`config.mk`:
```
export PLATFORM = sky130hd
export DESIGN_NAME = integer_to_radix_ascii_unit
export DESIGN_NICKNAME = d
export VERILOG_FILES = /design/src/hw/rtl/ira_pkg.sv /design/src/hw/rtl/ira_divider.sv /design/src/hw/rtl/integer_to_radix_ascii_unit.sv
export SDC_FILE = /design/constraint.sdc
export NUM_CORES = 1
export LEC_CHECK = 0
export BUFFER_PORTS_ARGS = -buffer_cell sky130_fd_sc_hd__buf_4
export CORE_MARGIN = 2
export CORE_UTILIZATION = 50
export DETAILED_ROUTE_END_ITERATION = 8
export PLACE_DENSITY = 0.71
export SYNTH_ARGS = -nofsm -noshare
export SYNTH_HDL_FRONTEND = slang
export SYNTH_HIERARCHICAL = 1
export SYNTH_SLANG_ARGS = --single-unit
export TNS_END_PERCENT = 1
```
`constraint.sdc`:
```
create_clock -name clk -period 6.94 [get_ports clk]
set_input_delay 1.388 -clock clk [delete_from_list [all_inputs] [get_ports clk]]
set_output_delay 1.388 -clock clk [all_outputs]
set_load 0.005 [all_outputs]
```
`src/hw/rtl/ira_pkg.sv`:
```
// ----------------------------------------------------------------------------
// ira_pkg: shared definitions for the integer to radix ASCII unit
// Widths, digit encoding constants and the divider result bundle.
// ----------------------------------------------------------------------------
package ira_pkg;

	localparam int VALUE_BITS   = 32;
	localparam int RADIX_W      = 6;
	localparam int CHAR_W       = 7;
	localparam int STEP_BITS    = 4;                        // quotient bits per cycle
	localparam int DIV_CYCLES   = VALUE_BITS / STEP_BITS;
	localparam int DIV_CNT_W    = $clog2(DIV_CYCLES);
	localparam int MAX_DIGITS   = VALUE_BITS;               // base 2 worst case
	localparam int DIGIT_IDX_W  = $clog2(MAX_DIGITS);
	localparam int DIGIT_CNT_W  = $clog2(MAX_DIGITS + 1);

	localparam logic [RADIX_W-1:0] RADIX_MIN   = 6'd2;
	localparam logic [RADIX_W-1:0] RADIX_MAX   = 6'd36;
	localparam logic [RADIX_W-1:0] RADIX_RESET = 6'd10;

	localparam logic [CHAR_W-1:0]  ASCII_ZERO  = 7'd48;     // '0'
	localparam logic [CHAR_W-1:0]  ALPHA_GAP   = 7'd7;      // '9'+1 .. 'A'
	localparam logic [RADIX_W-1:0] DEC_MAX     = 6'd9;

	typedef struct packed {
		logic                  done;
		logic [VALUE_BITS-1:0] quot;
		logic [RADIX_W-1:0]    rem;
	} div_res_t;

	// Clamp a written radix to 2..36.
	function automatic logic [RADIX_W-1:0] clamp_radix(input logic [RADIX_W-1:0] r);
		logic [RADIX_W-1:0] res;
		res = r;
		if (r < RADIX_MIN)
			res = RADIX_MIN;
		else if (r > RADIX_MAX)
			res = RADIX_MAX;
		return res;
	endfunction

	// Digit value 0..35 to '0'..'9', 'A'..'Z'.
	function automatic logic [CHAR_W-1:0] digit_to_ascii(input logic [RADIX_W-1:0] d);
		logic [CHAR_W-1:0] c;
		c = ASCII_ZERO + {1'b0, d};
		if (d > DEC_MAX)
			c = c + ALPHA_GAP;
		return c;
	endfunction

endpackage

```
`src/hw/rtl/ira_divider.sv`:
```
// ----------------------------------------------------------------------------
// ira_divider: iterative value / radix divider
// Restoring division, STEP_BITS quotient bits per cycle, narrow remainder.
// ----------------------------------------------------------------------------
module ira_divider import ira_pkg::*; (
	input  logic                  clk,
	input  logic                  arst_n,
	input  logic                  start,
	input  logic [VALUE_BITS-1:0] dividend,
	input  logic [RADIX_W-1:0]    radix,
	output div_res_t              res
);

	localparam logic [DIV_CNT_W-1:0] CYC_LAST = DIV_CNT_W'(DIV_CYCLES - 1);

	logic [VALUE_BITS-1:0] dvd_q, dvd_n;   // dividend shifts out, quotient shifts in
	logic [RADIX_W-1:0]    rem_q, rem_n;
	logic [DIV_CNT_W-1:0]  cyc_q;
	logic                  busy_q;
	logic                  done_q;

	always_comb begin
		logic [RADIX_W:0] trial;
		trial = '0;
		dvd_n = dvd_q;
		rem_n = rem_q;
		for (int i = 0; i < STEP_BITS; i++) begin
			trial = {rem_n, dvd_n[VALUE_BITS-1]};
			dvd_n = {dvd_n[VALUE_BITS-2:0], 1'b0};
			if (trial >= {1'b0, radix}) begin
				trial    = trial - {1'b0, radix};
				dvd_n[0] = 1'b1;
			end
			rem_n = trial[RADIX_W-1:0];
		end
	end

	always_ff @(posedge clk or negedge arst_n) begin
		if (!arst_n) begin
			busy_q <= 1'b0;
			done_q <= 1'b0;
			cyc_q  <= '0;
		end else begin
			done_q <= busy_q && (cyc_q == CYC_LAST) && !start;
			if (start) begin
				busy_q <= 1'b1;
				cyc_q  <= '0;
			end else if (busy_q) begin
				cyc_q <= cyc_q + 1'b1;
				if (cyc_q == CYC_LAST)
					busy_q <= 1'b0;
			end
		end
	end

	always_ff @(posedge clk) begin
		if (start) begin
			dvd_q <= dividend;
			rem_q <= '0;
		end else if (busy_q) begin
			dvd_q <= dvd_n;
			rem_q <= rem_n;
		end
	end

	assign res.done = done_q;
	assign res.quot = dvd_q;
	assign res.rem  = rem_q;

endmodule

```
`src/hw/rtl/integer_to_radix_ascii_unit.sv`:
```
// ----------------------------------------------------------------------------
// integer_to_radix_ascii_unit: unsigned integer to ASCII digits in base 2..36
// Operation: divides the value by the radix again and again, one digit per
//   division, then one character per cycle while out_stall is low.
// Flow: a value yields 1..32 digits, all from the single shared 4-bit-per-cycle
//   divider; no new value is taken until the last digit of the previous one
//   has entered the output register; in_stall high while busy.
// Reset: async active low; idle, no output, radix back to 10.
// ----------------------------------------------------------------------------
module integer_to_radix_ascii_unit import ira_pkg::*; (
	input  logic                  clk,
	input  logic                  arst_n,
	// input items
	input  logic                  in_valid,
	output logic                  in_stall,
	input  logic [VALUE_BITS-1:0] value,
	// result items
	output logic                  out_valid,
	input  logic                  out_stall,
	output logic [CHAR_W-1:0]     digit_char,
	output logic                  last,
	// radix register write channel
	input  logic                  cfg_valid,
	output logic                  cfg_ready,
	input  logic [RADIX_W-1:0]    cfg_data
);

	// Sequencer states
	localparam logic [1:0] ST_IDLE = 2'd0;   // ready for an item
	localparam logic [1:0] ST_DIV  = 2'd1;   // peeling digits, least significant first
	localparam logic [1:0] ST_EMIT = 2'd2;   // replaying digits most significant first

	logic [1:0]             state_q;
	logic [RADIX_W-1:0]     radix_q;         // already clamped to 2..36
	logic [DIGIT_CNT_W-1:0] cnt_q;           // digits found so far
	logic [DIGIT_CNT_W-1:0] pos_q;           // digits still to emit
	logic [RADIX_W-1:0]     digits_q [MAX_DIGITS];

	logic                   out_valid_q;
	logic [CHAR_W-1:0]      char_q;
	logic                   last_q;

	logic                   in_accept;
	logic                   out_free;
	logic                   div_start;
	logic [VALUE_BITS-1:0]  div_operand;
	logic                   more_digits;
	logic [DIGIT_CNT_W-1:0] rd_pos;
	div_res_t               div_res;

	// Register port: always takes a write, value is clamped on the way in.
	assign cfg_ready = 1'b1;

	always_ff @(posedge clk or negedge arst_n) begin
		if (!arst_n)
			radix_q <= RADIX_RESET;
		else if (cfg_valid && cfg_ready)
			radix_q <= clamp_radix(cfg_data);
	end

	assign in_stall  = (state_q != ST_IDLE);
	assign in_accept = in_valid && !in_stall;

	// Output register is free when empty or being taken this cycle.
	assign out_free  = !out_valid_q || !out_stall;

	// Divider restarts on the quotient until it reaches zero, so a zero
	// value still produces exactly one digit.
	assign more_digits = div_res.done && (div_res.quot != '0);
	assign div_start   = in_accept || (state_q == ST_DIV && more_digits);
	assign div_operand = in_accept ? value : div_res.quot;

	ira_divider u_div (
		.clk      (clk),
		.arst_n   (arst_n),
		.start    (div_start),
		.dividend (div_operand),
		.radix    (radix_q),
		.res      (div_res)
	);

	// Sequencer
	always_ff @(posedge clk or negedge arst_n) begin
		if (!arst_n) begin
			state_q <= ST_IDLE;
			cnt_q   <= '0;
			pos_q   <= '0;
		end else begin
			case (state_q)
				ST_IDLE: begin
					if (in_accept) begin
						state_q <= ST_DIV;
						cnt_q   <= '0;
					end
				end
				ST_DIV: begin
					if (div_res.done) begin
						cnt_q <= cnt_q + 1'b1;
						if (!more_digits) begin
							state_q <= ST_EMIT;
							pos_q   <= cnt_q + 1'b1;
						end
					end
				end
				ST_EMIT: begin
					if (out_free) begin
						pos_q <= pos_q - 1'b1;
						if (pos_q == DIGIT_CNT_W'(1))
							state_q <= ST_IDLE;
					end
				end
				default: begin
					state_q <= ST_IDLE;
				end
			endcase
		end
	end

	// Digit store, written in order of discovery
	always_ff @(posedge clk) begin
		if (state_q == ST_DIV && div_res.done)
			digits_q[cnt_q[DIGIT_IDX_W-1:0]] <= div_res.rem;
	end

	assign rd_pos = pos_q - 1'b1;

	// Output register
	always_ff @(posedge clk or negedge arst_n) begin
		if (!arst_n)
			out_valid_q <= 1'b0;
		else if (out_free)
			out_valid_q <= (state_q == ST_EMIT);
	end

	always_ff @(posedge clk) begin
		if (out_free && state_q == ST_EMIT) begin
			char_q <= digit_to_ascii(digits_q[rd_pos[DIGIT_IDX_W-1:0]]);
			last_q <= (pos_q == DIGIT_CNT_W'(1));
		end
	end

	assign out_valid  = out_valid_q;
	assign digit_char = char_q;
	assign last       = last_q;

	// Checks
	a_accept_starts_div: assert property (@(posedge clk) disable iff (!arst_n)
		in_accept |=> (state_q == ST_DIV))
		else $error("accepted item did not start division");

	a_done_only_in_div: assert property (@(posedge clk) disable iff (!arst_n)
		div_res.done |-> (state_q == ST_DIV))
		else $error("divider result outside division phase");

	a_emit_has_digits: assert property (@(posedge clk) disable iff (!arst_n)
		(state_q == ST_EMIT) |-> (pos_q != '0 && pos_q <= cnt_q))
		else $error("emit pointer out of range");

	a_char_legal: assert property (@(posedge clk) disable iff (!arst_n)
		out_valid |-> ((digit_char >= 7'd48 && digit_char <= 7'd57) ||
			(digit_char >= 7'd65 && digit_char <= 7'd90)))
		else $error("digit character outside 0-9, A-Z");

endmodule
```
# Word-level counts from Yosys, hierarchy flattened

Memories as Yosys holds them, arrays and structs flattened.
Index checks and enable logic that the tools add are counted.

Logic and storage cells: 96
Memories: 1
Register bits after elaboration: 72
Output and inout bits: 11
Input port bits: 43
Bits in writable memories: 192

Order comparisons: 7
Muxes and demuxes: 34
Add/subtract/negate cells: 9
Reductions and logical operators: 23
Eq/ne operators: 10

Memories:

| memory   | words | width | rd ports | clocked after Yosys merged registers in | write ports | RTL line                          | source |
|---|---|---|---|---|---|---|---|
| digits_q | 32    | 6     | 1        | 0                                       | 1           | integer_to_radix_ascii_unit.sv:37 | `logic [RADIX_W-1:0] digits_q [MAX_DIGITS];` |

Operator list:

| cell                  | count |
|---|---|
| $mux W32              | 3 |
| $mux W6               | 11 |
| $reduce_bool A32 Y1   | 1 |
| $ge A7 B6 Y1          | 4 |
| $pmux W6 S2           | 2 |
| $sub A6 B6 Y6         | 4 |
| $mux W2               | 5 |
| $ne A2 B2 Y1 const B  | 5 |
| $mux W1               | 9 |
| $reduce_bool A2 Y1    | 4 |
| $add A6 B6 Y7 const A | 1 |
| $add A7 B3 Y7 const B | 1 |
| $logic_and A1 B1 Y1   | 7 |
| $mux W7               | 1 |
| $add A6 B1 Y6 const B | 1 |
| $eq A6 B1 Y1 const B  | 1 |
| $gt A6 B4 Y1 const B  | 1 |
| $gt A6 B6 Y1 const B  | 1 |
| $lt A6 B2 Y1 const B  | 1 |
| $mux W3               | 2 |
| $pmux W2 S3           | 1 |
| $sub A6 B1 Y6 const B | 1 |
| $reduce_and A5 Y1     | 1 |
| $logic_not A1 Y1      | 4 |
| 10 further kinds      | 11 |

# Logic depth before layout (Yosys ltp)

Gate-level depths: netlist of run 1.

Depth after elaboration: 10
Depth in mapped cells: 32
Depth with buffers taken out: 31

# Cells and area by module

Netlist of run 1, hierarchy kept.

Modules (own cells, without submodules):

| module                      | cells an instance | area each (um^2) | sequential area each (um^2) | instances |
|---|---|---|---|---|
| integer_to_radix_ascii_unit | 712               | 9902.0           | 6533.8                      | 1 |
| ira_divider                 | 283               | 3176.8           | 1206.2                      | 1 |

# Worst setup path after synthesis of run 1

Ideal clock, no wire load.

Path type: flip-flop to flip-flop
Start point: reg u_div.rem_q[3]
End point: reg u_div.dvd_q[0] (data pin)
Arrival: 6800 ps
Path buffers: 2
Cell stages (with the launch flop): 29
Data required time: 6682 ps
Slack: -118 ps
Clock period less this slack: 7058 ps
Setup time: 258 ps
Cell sequence: dfxtp_1 ha_1 a21o_1 a211o_1 a21o_1 buf_6 mux2_2 ha_1 and4_1 a31oi_1 o2111ai_4 a21oi_1 ha_1 nor2b_1 o211ai_1 a31oi_1 a311oi_1 o221ai_2 buf_6 a21oi_1 ha_1 nor2b_1 o21ai_0 nand3b_1 a21oi_1 nor2_1 a211oi_1 and3_1 mux2i_1

Word-level cells in the longest chain between the ends: 10
Elaborated cells on any way between the ends: 13
Those cells by class: add/sub (3); order compare (4); mux (6)

RTL lines:

| item                                          | RTL line                             | source |
|---|---|---|
| from (decl)                                   | ira_divider.sv:17                    | `logic [RADIX_W-1:0] rem_q, rem_n;` |
| from (signal assigned)                        | ira_divider.sv:62                    | `rem_q <= rem_n;` |
| $sub A6 B6 Y6 or $ge A7 B6 Y1 (tied branches) | ira_divider.sv:31, ira_divider.sv:30 |  |
| $mux W6 *                                     | ira_divider.sv:30                    | `if (trial >= {1'b0, radix}) begin` |
| $sub A6 B6 Y6 or $ge A7 B6 Y1 (tied branches) | ira_divider.sv:31, ira_divider.sv:30 |  |
| $mux W6 *                                     | ira_divider.sv:30                    |  |
| $ge A7 B6 Y1 or $sub A6 B6 Y6 (tied branches) | ira_divider.sv:30, ira_divider.sv:31 |  |
| $mux W6 *                                     | ira_divider.sv:30                    |  |
| $ge A7 B6 Y1 *                                | ira_divider.sv:30                    |  |
| $mux W1 *                                     | ira_divider.sv:30                    |  |
| $mux W32 *                                    | ira_divider.sv:60                    | `end else if (busy_q) begin` |
| $mux W32 *                                    | ira_divider.sv:57                    | `if (start) begin` |
| to (signal assigned)                          | ira_divider.sv:58                    | `dvd_q <= dividend;` |
| to (signal assigned)                          | ira_divider.sv:61                    | `dvd_q <= dvd_n;` |
| to (decl)                                     | ira_divider.sv:16                    | `logic [VALUE_BITS-1:0] dvd_q, dvd_n;` |

Every way passes the cells marked *; elsewhere a longest branch is shown, timed or not. The select of a mux whose other input is x is not followed.
A chain may end at the register's enable or synchronous reset.

# Worst setup path in the final report of run 1

Start point: reg radix_q[3]
End point: reg u_div.rem_q[4]

Word-level cells in the longest chain between the ends: 8
Elaborated cells on any way between the ends: 12
Those cells by class: add/sub (4); order compare (4); mux (4)

RTL lines:

| item                                          | RTL line                             | source |
|---|---|---|
| from (decl)                                   | integer_to_radix_ascii_unit.sv:34    | `logic [RADIX_W-1:0] radix_q;` |
| from (signal assigned)                        | integer_to_radix_ascii_unit.sv:58    | `radix_q <= clamp_radix(cfg_data);` |
| $sub A6 B6 Y6 or $ge A7 B6 Y1 (tied branches) | ira_divider.sv:31, ira_divider.sv:30 |  |
| $mux W6                                       | ira_divider.sv:30                    |  |
| $sub A6 B6 Y6 or $ge A7 B6 Y1 (tied branches) | ira_divider.sv:31, ira_divider.sv:30 |  |
| $mux W6                                       | ira_divider.sv:30                    |  |
| $ge A7 B6 Y1 or $sub A6 B6 Y6 (tied branches) | ira_divider.sv:30, ira_divider.sv:31 |  |
| $mux W6                                       | ira_divider.sv:30                    |  |
| $sub A6 B6 Y6 or $ge A7 B6 Y1 (tied branches) | ira_divider.sv:31, ira_divider.sv:30 |  |
| $mux W6 *                                     | ira_divider.sv:30                    |  |

Every way passes the cells marked *; elsewhere a longest branch is shown, timed or not.

==> results of run 1 <==
==> routing by layer <==
metal | routed length (µm) | vias up | global-route usage | share of wire
li1 | - | 3930 | - | -
met1 | 12200 | 4197 | 0.279 | 0.42
met2 | 14500 | 280 | 0.354 | 0.49
met3 | 1690 | 78 | 0.0336 | 0.057
met4 | 996 | 0 | 0.0767 | 0.034
met5 | 0 | - | 0 | 0
==> kinds of logic (layout without fill, tap and decap cells) <==
kind of cell | after synthesis | count (layout) | share of synthesized area
multiplexers | 133 | 133 | 0.122
buffers and inverters | 82 | 178 | 0.0300
other | 1 | 1 | 0.000287
AND/OR/NAND/NOR | 294 | 294 | 0.108
AO/OA/AOI/OAI | 160 | 160 | 0.0926
XOR/XNOR | 21 | 21 | 0.0155
adder cells (fa/ha/maj) | 40 | 40 | 0.0404
flip-flops | 264 | 264 | 0.592
==> final cells by class <==
class | instances | area, µm²
clock buffers | 38 | 778
fillers | 2067 | 10900
multi-input cells | 649 | 5060
inverters | 36 | 135
repair buffers | 90 | 708
well taps | 335 | 419
flip-flops and latches | 264 | 7740
clock inverters | 14 | 139
==> path summary, 6_finish.rpt <==
path | endpoint | slack [ps]
max reg2reg | u_div/rem_q[4]$_SDFFE_PP0P_ | 240
max | u_div/rem_q[4]$_SDFFE_PP0P_ | 240
min reg2reg | radix_q[3]$_DFFE_PN1P_ | 500
min | radix_q[3]$_DFFE_PN1P_ | 500
min in group asynchronous | cnt_q[4]$_DFFE_PN0P_ | 770
max in group asynchronous | radix_q[3]$_DFFE_PN1P_ | 5840
==> worst max-delay path, delay by kind of cell, from the launching register on <==
family / cells / cell delay, ps
buffers and inverters: 5 / 730
muxes: 2 / 660
DFF: 1 / 530
and+or+nand+nor: 2 / 180
AOI/OAI and AO/OA: 17 / 3330
adders and majority gates: 4 / 1160
==> synthesized netlist by cell type, types with 4 or more instances <==
cell / n / area share
xor2_1: 6 / 0.0040
buf_4: 6 / 0.0034
and4_1: 6 / 0.0040
a21oi_1: 23 / 0.0088
mux4_2: 12 / 0.021
o21a_1: 4 / 0.0023
a21o_1: 10 / 0.0057
clkbuf_1: 18 / 0.0052
nor3_1: 10 / 0.0038
mux2_2: 75 / 0.065
or2_2: 6 / 0.0029
o21ai_0: 30 / 0.011
xnor2_1: 14 / 0.0094
nand2b_1: 7 / 0.0033
buf_2: 13 / 0.0050
nand4_1: 15 / 0.0072
fa_1: 4 / 0.0061
nand2_1: 110 / 0.032
mux2i_1: 43 / 0.033
buf_6: 6 / 0.0052
nor2b_1: 7 / 0.0033
nor4_1: 8 / 0.0038
a22o_1: 5 / 0.0033
o31ai_1: 5 / 0.0029
o211ai_1: 4 / 0.0023
a32oi_1: 17 / 0.011
nor2_1: 68 / 0.020
ha_1: 35 / 0.033
nand3_1: 29 / 0.011
a22oi_1: 4 / 0.0023
inv_1: 35 / 0.010
a31oi_1: 9 / 0.0043
edfxtp_1: 232 / 0.53
dfrtp_1: 24 / 0.046
nand3b_1: 5 / 0.0029
dfxtp_1: 6 / 0.0092
==> state kept, by name (all words and copies together) (netlist names) <==
register / cells
u_div/done_q: 1
cnt_q: 6
last: 1
digit_char: 7
u_div/busy_q: 1
digits_q: 192
radix_q: 6
u_div/cyc_q: 3
out_valid: 1
state_q: 2
u_div/rem_q: 6
pos_q: 6
u_div/dvd_q: 32
==> through the flow <==
| step | hold WS, ps | instances |
|---|---|---|
| floorplan | 448 | 995 |
| global placement | 478 | 1362 |
| detailed placement | 497 | 1362 |
| CTS | 511 | 1414 |
| global route | 533 | 1426 |
| finish | 503 | 1426 |
==> repair_timing <==
action,CTS,global route
pin swaps,0,10
gates cloned,0,0
setup endpoints to repair,7,7
setup buffers,0,12
gates resized for setup,3,19
==> metrics, run 1 <==
FP Rows 59; initial antenna violation count 0; fraction of layout cells with a size suffix above 1 0.248; fin util 0.580; I/O pins 54; DP Area 13,900 µm²; CTS Buf Count 28; Max stage delay on crit path 530 ps; Worst Min Path Start radix_q[3]$_DFFE_PN1P_; Critical Path Source radix_q[3]$_DFFE_PN1P_; Routed WL between 20 and 30 mm; Synth Net Count 1,077; # nets final 1,151; CP startpoint kind flip-flop; Critical Path RT 7360 ps; DRC viols 0; placer's final routability congestion estimate around 0.89; Die H 166 µm; critical path class reg -> reg; Post-synth EDFFs 232; final hold viol count 0; CTS tree yes; critical path peak fanout 9; commonest non-fill, non-tap cell in the layout edfxtp_1; Cell Area, Synth 13,100 µm²; Layout area overhead 14.6%; largest net degree at the start of global routing 47; Max Root-Sink Buffers 3; Synth cell types 85; post-route cell area 15,000 µm²; H-Tree Level Count 1; Final setup viols 0; via/cell ratio 5.95; HP Class reg -> reg; Synth Area per Inst 13.1 µm²; core area 25,800 µm²; worst relative slew slack 0.356; via count 8,485; most frequent cells in the layout 232 x edfxtp_1, 110 x nand2_1, 86 x buf_4; Crit. End Element flip-flop; worst hold stages 2; Final Skew 27.1 ps; Port Buffers 52; Avg WL per Cell 20.6 µm; Worst EP arrival 7120 ps; setup_tns 0 ps; Total GRT Usage 0.211; clk sinks between 200 and 300; most common flop cell mapped by yosys edfxtp_1; clk_lat worst skew 550 ps; Post-Synthesis Cells 995; CTS clk-pin slew, worst paths about 60 ps; vias in the first global route ~8,400; slowest stage cell, crit path dfstp_2; first-pass GRT wire length around 46 mm; CTS Hold Bufs 0; die width 166 µm; drt pass-1 iters 6; Die Area 27,500 µm²; DP Wirelength 19.0 mm; share of the yosys chip area belonging to registers 0.592; Ant. Diodes 0; setup slack after layout 239 ps; starting DRC count in detailed routing 852; Tcrit/Tclk final 0.966; Final ANT Viol Nets 0; Final Max Tran Viols 0; clock root cell clkbuf_16; ys async rst share 0.0985; initial core utilization 0.506; run status completed; Setup WS pre-CTS -191 ps; reg2reg path depth 30; worst slew pin tran 966 ps; Reg2Reg Launch Point radix_q[3]$_DFFE_PN1P_; Ys Warns 6; maxcap violations 0; grt total ovfl 0; Fmax 0.149 GHz; Tmin final 6700 ps; register bit total from synthesis 264
Power of run 1 is not shown: default switching activity piles up to over one toggle a cycle in this logic, so the estimate is an artifact.
==> run 2, diff against run 1 <==
Settings changed: ABC_AREA set to 1, PLACE_DENSITY 0.71 to 0.69.
==> run 2 against run 1 <==
  * Via count rose by 13%
  * Final cell count is 26% higher
  * Sequential share of layout area shrank 0.061 points
  * Maximum frequency grew 4.3%
  * First-iteration DRC count is 4.6% higher
  * Utilization is 0.74 points lower
  * Global-route usage up 0.34 points
  * Non-clock buffer count fell by 18
  * Setup slack gained 270 ps
  * Register-to-register slack improved by 270 ps
==> metrics, run 2 <==
Tmin final 6430 ps (-274 ps); area leader, netlist edfxtp_1; worst slew pin tran 1040 ps (+77.4 ps); Synth cell types 50 (-41%); first-pass GRT wire length 48.3 mm (+4.3%); Layout area overhead 11.9%; final hold viol count 0 (unchanged); Max Root-Sink Buffers 3 (unchanged); Tcrit/Tclk final 0.926 (-0.0394); Synth area leaders edfxtp_1 52%, nand2_1 13%, nand3_1 6.4%; Final Skew 28.5 ps (+1.39 ps); most common flop cell mapped by yosys edfxtp_1; largest net degree at the start of global routing 78 (+66%); DP Wirelength 19.7 mm (+3.8%); run status completed; reg2reg path depth 39 (+30%); die width 168 µm (+1.2%); vias in the first global route 9,282 (+11%); via count 9,580 (+13%); fraction of layout cells with a size suffix above 1 0.130 (-0.119); Ys Warns 6 (unchanged); Reg2Reg Setup Slack 510 ps (+270 ps); worst relative slew slack 0.300 (-0.0559); CTS Hold Bufs 0 (unchanged); grt total ovfl 0 (unchanged); ys async rst share 0.0985 (unchanged); clk sinks 264 (unchanged); Synth Net Count 1,478 (+37%); CTS clk-pin slew, worst paths 60 ps (about the same); Post-Synthesis Cells 1,396 (+40%); Largest register FFs 192 (unchanged); reg2reg end u_div/dvd_q[0]$_DFFE_PP_; initial antenna violation count 0 (unchanged); Worst EP arrival 6680 ps (-440 ps); Final setup viols 0 (unchanged); CP endpoint u_div/dvd_q[0]$_DFFE_PP_; FP Rows 59 (unchanged); critical path peak fanout 9 (unchanged); Total GRT Usage 0.214 (+0.00345); placer's final routability congestion estimate 0.893 (+0.51%); Die H 168 µm (+1.2%); Routed WL 30.1 mm (+2.6%); # nets final 1,528 (+33%); top cell type's share of synthesized area 0.519 (-0.0133); Finished Layout Cells 1,801 (+26%); Max stage delay on crit path 530 ps (about the same); Cell Area, Synth 13,400 µm² (+2.6%); DRC viols 0 (unchanged); Fmax 0.156 GHz (+4.3%); Crit. End Element flip-flop; maxcap violations 0 (unchanged); HP Class reg -> reg; H-Tree Level Count 1 (unchanged); Final ANT Viol Nets 0 (unchanged); CTS tree yes; Final Max Tran Viols 0 (unchanged); Critical Path RT 7190 ps (-170 ps); core area 26,200 µm² (+1.4%); CP startpoint kind flip-flop; Port Buffers 52 (unchanged); I/O pins 54 (unchanged); clock root cell clkbuf_16; setup slack after layout 512 ps (+274 ps); Commonest cells post-synth 480 x nand2_1, 232 x edfxtp_1, 171 x nand3_1; Ant. Diodes 0 (unchanged); worst hold stages 2 (unchanged); clk_lat worst skew 550 ps (about the same); Reg2Reg Launch Point radix_q[3]$_DFFE_PN1P_; Synth Area per Inst 9.61 µm² (-27%); register bit total from synthesis 264 (unchanged); Die Area 28,200 µm² (+2.5%); Post-synth EDFFs 232 (unchanged); critical path class reg -> reg; starting DRC count in detailed routing 891 (+4.6%); critical path's most frequent cell nand2_1; CTS Buf Count 28 (unchanged); share of the yosys chip area belonging to registers 0.577 (-0.0148); most frequent cells in the layout 480 x nand2_1, 232 x edfxtp_1, 171 x nand3_1; Avg WL per Cell 16.7 µm (-19%); Setup WS pre-CTS 358 ps (+550 ps); slowest stage cell, crit path dfstp_2; Critical Path Source radix_q[3]$_DFFE_PN1P_; initial core utilization 0.512 (+0.00567); drt pass-1 iters 5 (-1); top-count cell post-synth nand2_1; placed cells 1,748 (+28%); commonest non-fill, non-tap cell in the layout nand2_1; via/cell ratio 5.32 (-11%)
run 2: cell types whose count changed in the layout (fill, tap and decap cells not counted), sizes merged, moves of 10 or more:
cell   delta
a21o     -11
a21oi    -10
a32oi    -17
buf      -18
inv      +88
mux2     -46
mux2i    -43
mux4     -12
nand2   +381
nand3   +150
nor2     +20
run 2: final cells by class:
class | count | area (µm²)
Clock buffer | 32 | 726
Clock inverter | 18 | 129
Fill cell | 2282 | 11200
Inverter | 124 | 465
Multi-Input combinational cell | 956 | 4980
Sequential cell | 264 | 7740
Tap cell | 335 | 419
Timing Repair Buffer | 72 | 541
run 2: cells by family (layout without fill, tap and decap cells):
logic type	Yosys count	after routing	share of synthesized area
AO/OA/AOI/OAI	68	68	0.0295
XOR/XNOR	22	22	0.0169
adder cells (fa/ha/maj)	39	39	0.0386
buffers and inverters	176	246	0.0525
flip-flops	264	264	0.577
multiplexers	32	32	0.0269
other	1	1	0.000280
AND/OR/NAND/NOR	794	794	0.258
run 2: how the worst min path moves through the flow:
| stage | startpoint | endpoint | slack, ps |
|---|---|---|---|
| 2_1_floorplan | radix_q[5]$_DFFE_PN0P_ | radix_q[5]$_DFFE_PN0P_ | 440 |
| 3_3_place_gp | radix_q[5]$_DFFE_PN0P_ | radix_q[5]$_DFFE_PN0P_ | 460 |
| 3_5_place_dp | radix_q[5]$_DFFE_PN0P_ | radix_q[5]$_DFFE_PN0P_ | 460 |
| 4_1_cts | radix_q[5]$_DFFE_PN0P_ | radix_q[5]$_DFFE_PN0P_ | 480 |
| 5_1_grt | radix_q[5]$_DFFE_PN0P_ | radix_q[5]$_DFFE_PN0P_ | 490 |
| 6_report | radix_q[5]$_DFFE_PN0P_ | radix_q[5]$_DFFE_PN0P_ | 470 |
run 2: routing by layer:
metal  track usage  wire length, µm  up-vias
met5             0                0        -
met2         0.360            14500      255
li1              -                -     4775
met4        0.0798             1070        0
met1         0.286            13000     4490
met3        0.0270             1460       60
run 2: critical path, delay by kind of cell (launching register included):
family          cells  cell delay, ps
buf+inv             6             430
compound gates      7            1340
simple gates       22            2450
flops               1             530
fa+ha+maj           4            1420
run 2: per-stage QoR:
step | setup TNS [ps] | cell area [µm²] | utilization | hold WS, ps
after detailed placement | 0 | 14100 | 0.539 | 460
after CTS | 0 | 15000 | 0.571 | 475
after floorplan | 0 | 13400 | - | 442
after global placement | 0 | 14100 | 0.539 | 456
after global routing | -129 | 15000 | 0.573 | 490
final | 0 | 15000 | 0.573 | 468
run 2: repair_timing:
item,4_1_cts,5_1_grt
endpoints found under the setup margin,0,7
buffers inserted,0,3
resized for setup,0,4
Power of run 2 is left out for the same reason.
